[src/hdl/pfx_pkg.sv]
package pfx_pkg;

  localparam int DEF_STACK_DEPTH = 128;
  localparam int DEF_VALUE_WIDTH = 32;

  typedef enum logic [2:0] {
    TK_DIGIT = 3'd0,
    TK_ADD   = 3'd1,
    TK_SUB   = 3'd2,
    TK_MUL   = 3'd3,
    TK_DIV   = 3'd4,
    TK_END   = 3'd5
  } token_kind_t;

  typedef enum logic [2:0] {
    ST_OK       = 3'd0,
    ST_FEW      = 3'd1,
    ST_READY    = 3'd2,
    ST_ILLEGAL  = 3'd3,
    ST_OVERFLOW = 3'd4,
    ST_DIVZERO  = 3'd5
  } status_t;

  typedef enum logic [2:0] {
    S_IDLE,
    S_FETCH,
    S_MUL,
    S_DIV,
    S_NEG,
    S_DONE
  } state_t;

  typedef enum logic [1:0] {
    SOP_NONE,
    SOP_PUSH,
    SOP_POP,
    SOP_CLEAR
  } stack_op_t;

endpackage

[src/hdl/postfix_expression_evaluator_unit.sv]
// Postfix stack calculator, one status beat out for every token beat in.
// Digit, end and short-stack tokens go from accept straight to the done
// state. Add and subtract pass through fetch. Multiply and divide then run
// one bit per cycle through the shared adder, divide then negating if the
// signs differ. One token at a time; s_tready is high only while idle.
// Synchronous reset empties the stack and drops any pending result.
module postfix_expression_evaluator_unit
  import pfx_pkg::*;
#(
  parameter int STACK_DEPTH = DEF_STACK_DEPTH,
  parameter int VALUE_WIDTH = DEF_VALUE_WIDTH
) (
  input  logic        clk,
  input  logic        rst,
  input  logic        s_tvalid,
  output logic        s_tready,
  input  logic [7:0]  s_tdata,   // [3:0] digit_value, [7:4] zero
  input  logic [2:0]  s_tuser,   // [2:0] token_kind
  output logic        m_tvalid,
  input  logic        m_tready,
  output logic [31:0] m_tdata,   // [31:0] value
  output logic [2:0]  m_tuser    // [2:0] status
);

  localparam int W  = VALUE_WIDTH;
  localparam int IW = (STACK_DEPTH > 1) ? $clog2(STACK_DEPTH) : 1;
  localparam int CW = $clog2(STACK_DEPTH + 1);
  localparam int SW = $clog2(W);

  logic [W-1:0] mem [STACK_DEPTH];
  logic [W-1:0] rd_data;

  state_t      state, state_next;
  logic [CW-1:0] count, count_next;
  logic [W-1:0] tos, tos_next;
  logic [W-1:0] opa, opa_next;
  logic [W-1:0] opb, opb_next;
  logic [W-1:0] acc, acc_next;
  logic [SW-1:0] step, step_next;
  logic        neg, neg_next;
  logic [2:0]  kind_q, kind_q_next;
  status_t     res_status, res_status_next;
  logic [W-1:0] res_value, res_value_next;
  stack_op_t   sop, sop_next;
  logic        m_tvalid_next;
  logic [31:0] m_tdata_next;
  logic [2:0]  m_tuser_next;

  logic          mem_we;
  logic [IW-1:0] mem_waddr;
  logic [IW-1:0] rd_addr;
  logic          accept;

  logic [W-1:0] add_a, add_b;
  logic         add_sub;
  logic [W:0]   add_sum;

  logic [W-1:0] rem_sh;
  logic [W-1:0] s_mag, t_mag;
  logic         last_step;
  logic         out_free;

  assign s_tready  = (state == S_IDLE);
  assign accept    = s_tvalid && s_tready;
  assign rd_addr   = IW'(count - CW'(2));
  assign add_sum   = {1'b0, add_a} + {1'b0, add_sub ? ~add_b : add_b} + (W+1)'(add_sub);
  assign rem_sh    = {opa[W-2:0], acc[W-1]};
  assign s_mag     = rd_data[W-1] ? (~rd_data + W'(1)) : rd_data;
  assign t_mag     = tos[W-1] ? (~tos + W'(1)) : tos;
  assign last_step = (step == SW'(W - 1));
  assign out_free  = !m_tvalid || m_tready;

  // shared adder operand select
  always_comb begin
    add_a   = acc;
    add_b   = opa;
    add_sub = 1'b0;
    unique case (state)
      S_FETCH: begin
        add_a   = rd_data;
        add_b   = tos;
        add_sub = (kind_q == TK_SUB);
      end
      S_DIV: begin
        add_a   = rem_sh;
        add_b   = opb;
        add_sub = 1'b1;
      end
      S_NEG: begin
        add_a   = '0;
        add_b   = acc;
        add_sub = 1'b1;
      end
      default: begin
        add_a   = acc;
        add_b   = opa;
        add_sub = 1'b0;
      end
    endcase
  end

  always_comb begin
    state_next      = state;
    count_next      = count;
    tos_next        = tos;
    opa_next        = opa;
    opb_next        = opb;
    acc_next        = acc;
    step_next       = step;
    neg_next        = neg;
    kind_q_next     = kind_q;
    res_status_next = res_status;
    res_value_next  = res_value;
    sop_next        = sop;
    m_tvalid_next   = m_tvalid && !m_tready;
    m_tdata_next    = m_tdata;
    m_tuser_next    = m_tuser;
    mem_we          = 1'b0;
    mem_waddr       = count[IW-1:0];

    unique case (state)
      S_IDLE: begin
        if (accept) begin
          kind_q_next = s_tuser;
          state_next  = S_DONE;
          sop_next    = SOP_NONE;
          case (s_tuser)
            TK_DIGIT: begin
              if (count >= CW'(STACK_DEPTH)) begin
                res_status_next = ST_OVERFLOW;
                res_value_next  = tos;
              end else begin
                res_status_next = ST_OK;
                res_value_next  = W'(s_tdata[3:0]);
                sop_next        = SOP_PUSH;
              end
            end
            TK_ADD, TK_SUB, TK_MUL, TK_DIV: begin
              if (count < CW'(2)) begin
                res_status_next = ST_FEW;
                res_value_next  = (count == '0) ? '0 : tos;
              end else begin
                state_next = S_FETCH;
              end
            end
            default: begin
              sop_next = SOP_CLEAR;
              if (count == CW'(1)) begin
                res_status_next = ST_READY;
                res_value_next  = tos;
              end else begin
                res_status_next = ST_ILLEGAL;
                res_value_next  = '0;
              end
            end
          endcase
        end
      end

      S_FETCH: begin
        res_status_next = ST_OK;
        sop_next        = SOP_POP;
        step_next       = '0;
        case (kind_q)
          TK_MUL: begin
            opa_next   = rd_data;
            opb_next   = tos;
            acc_next   = '0;
            state_next = S_MUL;
          end
          TK_DIV: begin
            if (tos == '0) begin
              res_status_next = ST_DIVZERO;
              res_value_next  = '0;
              state_next      = S_DONE;
            end else begin
              neg_next   = rd_data[W-1] ^ tos[W-1];
              acc_next   = s_mag;
              opa_next   = '0;
              opb_next   = t_mag;
              state_next = S_DIV;
            end
          end
          default: begin
            res_value_next = add_sum[W-1:0];
            state_next     = S_DONE;
          end
        endcase
      end

      S_MUL: begin
        if (opb[0]) begin
          acc_next = add_sum[W-1:0];
        end
        opa_next  = {opa[W-2:0], 1'b0};
        opb_next  = {1'b0, opb[W-1:1]};
        step_next = step + SW'(1);
        if (last_step) begin
          res_value_next = opb[0] ? add_sum[W-1:0] : acc;
          state_next     = S_DONE;
        end
      end

      S_DIV: begin
        // restoring step: carry out means no borrow
        opa_next  = add_sum[W] ? add_sum[W-1:0] : rem_sh;
        acc_next  = {acc[W-2:0], add_sum[W]};
        step_next = step + SW'(1);
        if (last_step) begin
          res_value_next = {acc[W-2:0], add_sum[W]};
          state_next     = neg ? S_NEG : S_DONE;
        end
      end

      S_NEG: begin
        res_value_next = add_sum[W-1:0];
        state_next     = S_DONE;
      end

      S_DONE: begin
        if (out_free) begin
          m_tvalid_next = 1'b1;
          m_tdata_next  = 32'($signed(res_value));
          m_tuser_next  = res_status;
          state_next    = S_IDLE;
          case (sop)
            SOP_PUSH: begin
              mem_we     = 1'b1;
              mem_waddr  = count[IW-1:0];
              count_next = count + CW'(1);
              tos_next   = res_value;
            end
            SOP_POP: begin
              mem_we     = 1'b1;
              mem_waddr  = rd_addr;
              count_next = count - CW'(1);
              tos_next   = res_value;
            end
            SOP_CLEAR: count_next = '0;
            default: ;
          endcase
        end
      end

      default: state_next = S_IDLE;
    endcase
  end

  always_ff @(posedge clk) begin
    if (rst) begin
      state    <= S_IDLE;
      count    <= '0;
      m_tvalid <= 1'b0;
    end else begin
      state    <= state_next;
      count    <= count_next;
      m_tvalid <= m_tvalid_next;
    end
  end

  always_ff @(posedge clk) begin
    tos        <= tos_next;
    opa        <= opa_next;
    opb        <= opb_next;
    acc        <= acc_next;
    step       <= step_next;
    neg        <= neg_next;
    kind_q     <= kind_q_next;
    res_status <= res_status_next;
    res_value  <= res_value_next;
    sop        <= sop_next;
    m_tdata    <= m_tdata_next;
    m_tuser    <= m_tuser_next;
  end

  always_ff @(posedge clk) begin
    if (mem_we) begin
      mem[mem_waddr] <= res_value;
    end
    if (accept) begin
      rd_data <= mem[rd_addr];
    end
  end

endmodule
[config.mk]
export PLATFORM = sky130hd
export DESIGN_NAME = postfix_expression_evaluator_unit
export DESIGN_NICKNAME = d
export VERILOG_FILES = /design/src/hdl/pfx_pkg.sv /design/src/hdl/postfix_expression_evaluator_unit.sv
export SDC_FILE = /design/constraint.sdc
export NUM_CORES = 2
export LEC_CHECK = 0
export BUFFER_PORTS_ARGS = -buffer_cell sky130_fd_sc_hd__buf_2
export CELL_PAD_IN_SITES_DETAIL_PLACEMENT = 0
export CELL_PAD_IN_SITES_GLOBAL_PLACEMENT = 2
export CORE_MARGIN = 2
export CORE_UTILIZATION = 37
export DETAILED_ROUTE_END_ITERATION = 16
export HOLD_SLACK_MARGIN = 0.06
export PLACE_DENSITY = 0.65
export SLEW_MARGIN = 10
export SYNTH_ARGS = -nofsm -noshare
export SYNTH_HDL_FRONTEND = slang
export SYNTH_SLANG_ARGS = --single-unit
[constraint.sdc]
create_clock -name clk -period 8.11 [get_ports clk]
set_clock_uncertainty 0.1 [all_clocks]
set_input_delay 1.2165 -clock clk [delete_from_list [all_inputs] [get_ports clk]]
set_output_delay 1.2165 -clock clk [all_outputs]
set_load 0.01 [all_outputs]
==> flow_summary.json <==
{
  "hp-class": "reg2reg",
  "hold_viol_final": 0,
  "postLayoutCellArea_um2": 195000,
  "post-route-min-period_ns": 5.91,
  "final.period_utilization": 0.728,
  "required_ns": 8.68,
  "totalPowerFinal_uw": 59700,
  "cp-start-kind": "flop",
  "synth_edf_count": 4337,
  "startpoint": "state[0]",
  "cap_viol_max_count": 0,
  "antenna_found_initial": 75,
  "vias_per_cell": 5.66,
  "die_area_um2": 469000,
  "syn_area_per_cell_um2": 22.7,
  "nNetsFinal": 7998,
  "crit_type": "reg2reg",
  "placed_cell_area_um2": 182000,
  "clockBufferDepth": 4,
  "num_rows": 250,
  "dr.pass1.iters": 6,
  "grt.total_usage": 0.198,
  "antenna_left": 0,
  "maxSlewViolCount": 0,
  "cp_max_fo": 37,
  "worstPathArrival_ns": 6.48,
  "ff2ff_setup_slack_ns": 2.20,
  "initial_core_util": 0.371,
  "syn_inst": 7570,
  "reg2reg_from": "state[0]",
  "cts.clk_slew.worst_paths_ns": 0.06,
  "grt_start_max_net_pins": 135,
  "wl_per_cell_um": 32.4,
  "status": "finished clean",
  "cpMaxStageDelayCell": "dfxtp_2",
  "final_cell_mix": "4,337 x edfxtp_1, 1,344 x mux4_2, 442 x clkbuf_16",
  "die_y_um": 685,
  "yosysWarnings": 0,
  "synth.distinct_cells": 75,
  "r2r_end": "opa[26]",
  "pin_count": 52,
  "fmax_ghz": 0.169,
  "area_growth_pct": 13.9,
  "gp_congestion": 0.846,
  "synth_fp_nets": 7631,
  "cts_setup_buffers": 0,
  "cts.sinks": 4349,
  "setup_viol": 0,
  "drc_errors": 0,
  "drt_iter0_markers": 10900,
  "cp-end-kind": "flop",
  "drt-total-wl_mm": 471,
  "synth-seq-cells": 4349,
  "relSlewSlack": 0.134,
  "synth.yosys.seq_area_share": 0.760,
  "cts_tree": "yes",
  "r2r_cells": 19,
  "peakVddDrop_mv": 0.311,
  "p_leak_uw": 0.0585,
  "worstSkewPairLatency_ns": 0.99,
  "portBuffers": 47,
  "rsz0062_at_grt": "false",
  "slowest_delay_ns": 0.79,
  "ctsResizeCount": 0,
  "path_cells": "buf_4 -> or3b_2 -> o311ai_4 -> buf_4 -> and3_1 -> or2_2 -> fa_1 -> a211oi_1 -> o211ai_1 -> a21oi_1 -> buf_4 -> o211ai_1 -> a311oi_1 -> buf_4 -> nand2b_1 -> buf_4 -> nor2_1 -> a21oi_1 -> o21ai_1",
  "synth_flop_cell": "edfxtp_1",
  "cts_root_buffer": "clkbuf_16",
  "power_density_nw_per_um2": 305,
  "dp.cells": 13700,
  "grt_pass1_vias": 83500,
  "grt-ovfl-total": 0,
  "tightest_slew_ns": 1.30,
  "die_w_um": 685,
  "setup-tns-final_ns": 0,
  "netlist_area_um2": 172000,
  "drive_gt1_frac": 0.303,
  "routed-via-count": 82200,
  "cts-buffers-inserted": 431,
  "final_common_cell": "edfxtp_1",
  "cp_common_cell": "buf_4",
  "crit_end": "opa[26]",
  "coreArea_um2": 463000,
  "htree_levels": 5,
  "async_flop_share": 0,
  "hold_buffers": 0,
  "final_cell_count_no_fill": 14500,
  "grt_first_pass_wirelength_mm": 655,
  "dp_hpwl_mm": 263
}
[synth_stat cells, types with 36 or more instances]
| cell | count | area [um2] |
|---|---|---|
| nand2_1 | 197 | 739 |
| buf_1 | 45 | 169 |
| edfxtp_1 | 4337 | 130000 |
| nand3_1 | 45 | 225 |
| o22ai_1 | 36 | 225 |
| mux2i_1 | 63 | 631 |
| a21oi_1 | 126 | 631 |
| o21ai_0 | 100 | 500 |
| xnor2_1 | 95 | 832 |
| mux4_2 | 1344 | 30300 |
| clkbuf_1 | 254 | 953 |
| o21ai_1 | 41 | 205 |
| buf_2 | 112 | 561 |
| ha_1 | 45 | 563 |
| nor2_1 | 258 | 968 |
| mux2_2 | 62 | 698 |
[final cells by class]
class                      count  area, um2
multi-input combinational   2777      40500
antenna                       54        135
inverter                      31        116
tap                         6174       7720
sequential                  4349     130000
fill                       39800     267000
clock buffer                 537      11400
clock inverter               259       2130
timing repair buffer         347       2930
[layer usage]
metal / part of all wire / GRT usage
met3: 0.081 / 0.0361
met1: 0.42 / 0.283
met4: 0.029 / 0.0535
met5: 0.000028 / 0
met2: 0.47 / 0.312
[metrics by stage]
step                      hold slack [ns]  setup WS (ns)   util
final                               0.322           2.20  0.422
after global routing                0.327           1.89  0.422
after CTS                           0.311           2.26  0.422
after detailed placement            0.306           2.03  0.393
after global placement              0.311           2.00  0.393
after floorplan                     0.300           1.64      -
[sequential cells by signal (all words and copies together), names as in the netlist]
signal and count:
count 8, neg 1, kind_q 3, sop 2, acc 32, res_status 3
opb 32, tos 32, opa 32, m_tvalid 1, m_tdata 32, res_value 32
m_tuser 3, step 5, rd_data 32, state 3, mem 4096
[cells by family after synthesis]
family,Yosys count,synth area share
DFF,4349,0.760
AOI/OAI and AO/OA,500,0.0188
and+or+nand+nor,630,0.0162
muxes,1471,0.184
xor gates and xnor gates,130,0.00663
buffers and inverters,444,0.0106
adders and majority gates,46,0.00340
[where the power goes]
part	internal [uW]	switching, uW
Clock	11000	8440
Combinational	3250	8330
Sequential	28200	422
[worst min-delay path by stage]
stage | from | end | depth (start not counted)
floorplan | res_status[0] | m_tuser[0] | 0
global placement | res_status[0] | m_tuser[0] | 0
detailed placement | res_status[0] | m_tuser[0] | 0
CTS | s_tuser[1] | kind_q[1] | 1
global route | res_status[0] | m_tuser[0] | 0
finish | res_status[0] | m_tuser[0] | 0
[worst max-delay path, delay by kind of cell, from the launching register on]
family | cells | cell delay (ns)
compound gates | 8 | 1.57
fa+ha+maj | 1 | 0.48
buf+inv | 5 | 1.53
flops | 1 | 0.79
simple gates | 5 | 1.10
Power figures use the tool's default switching activity.
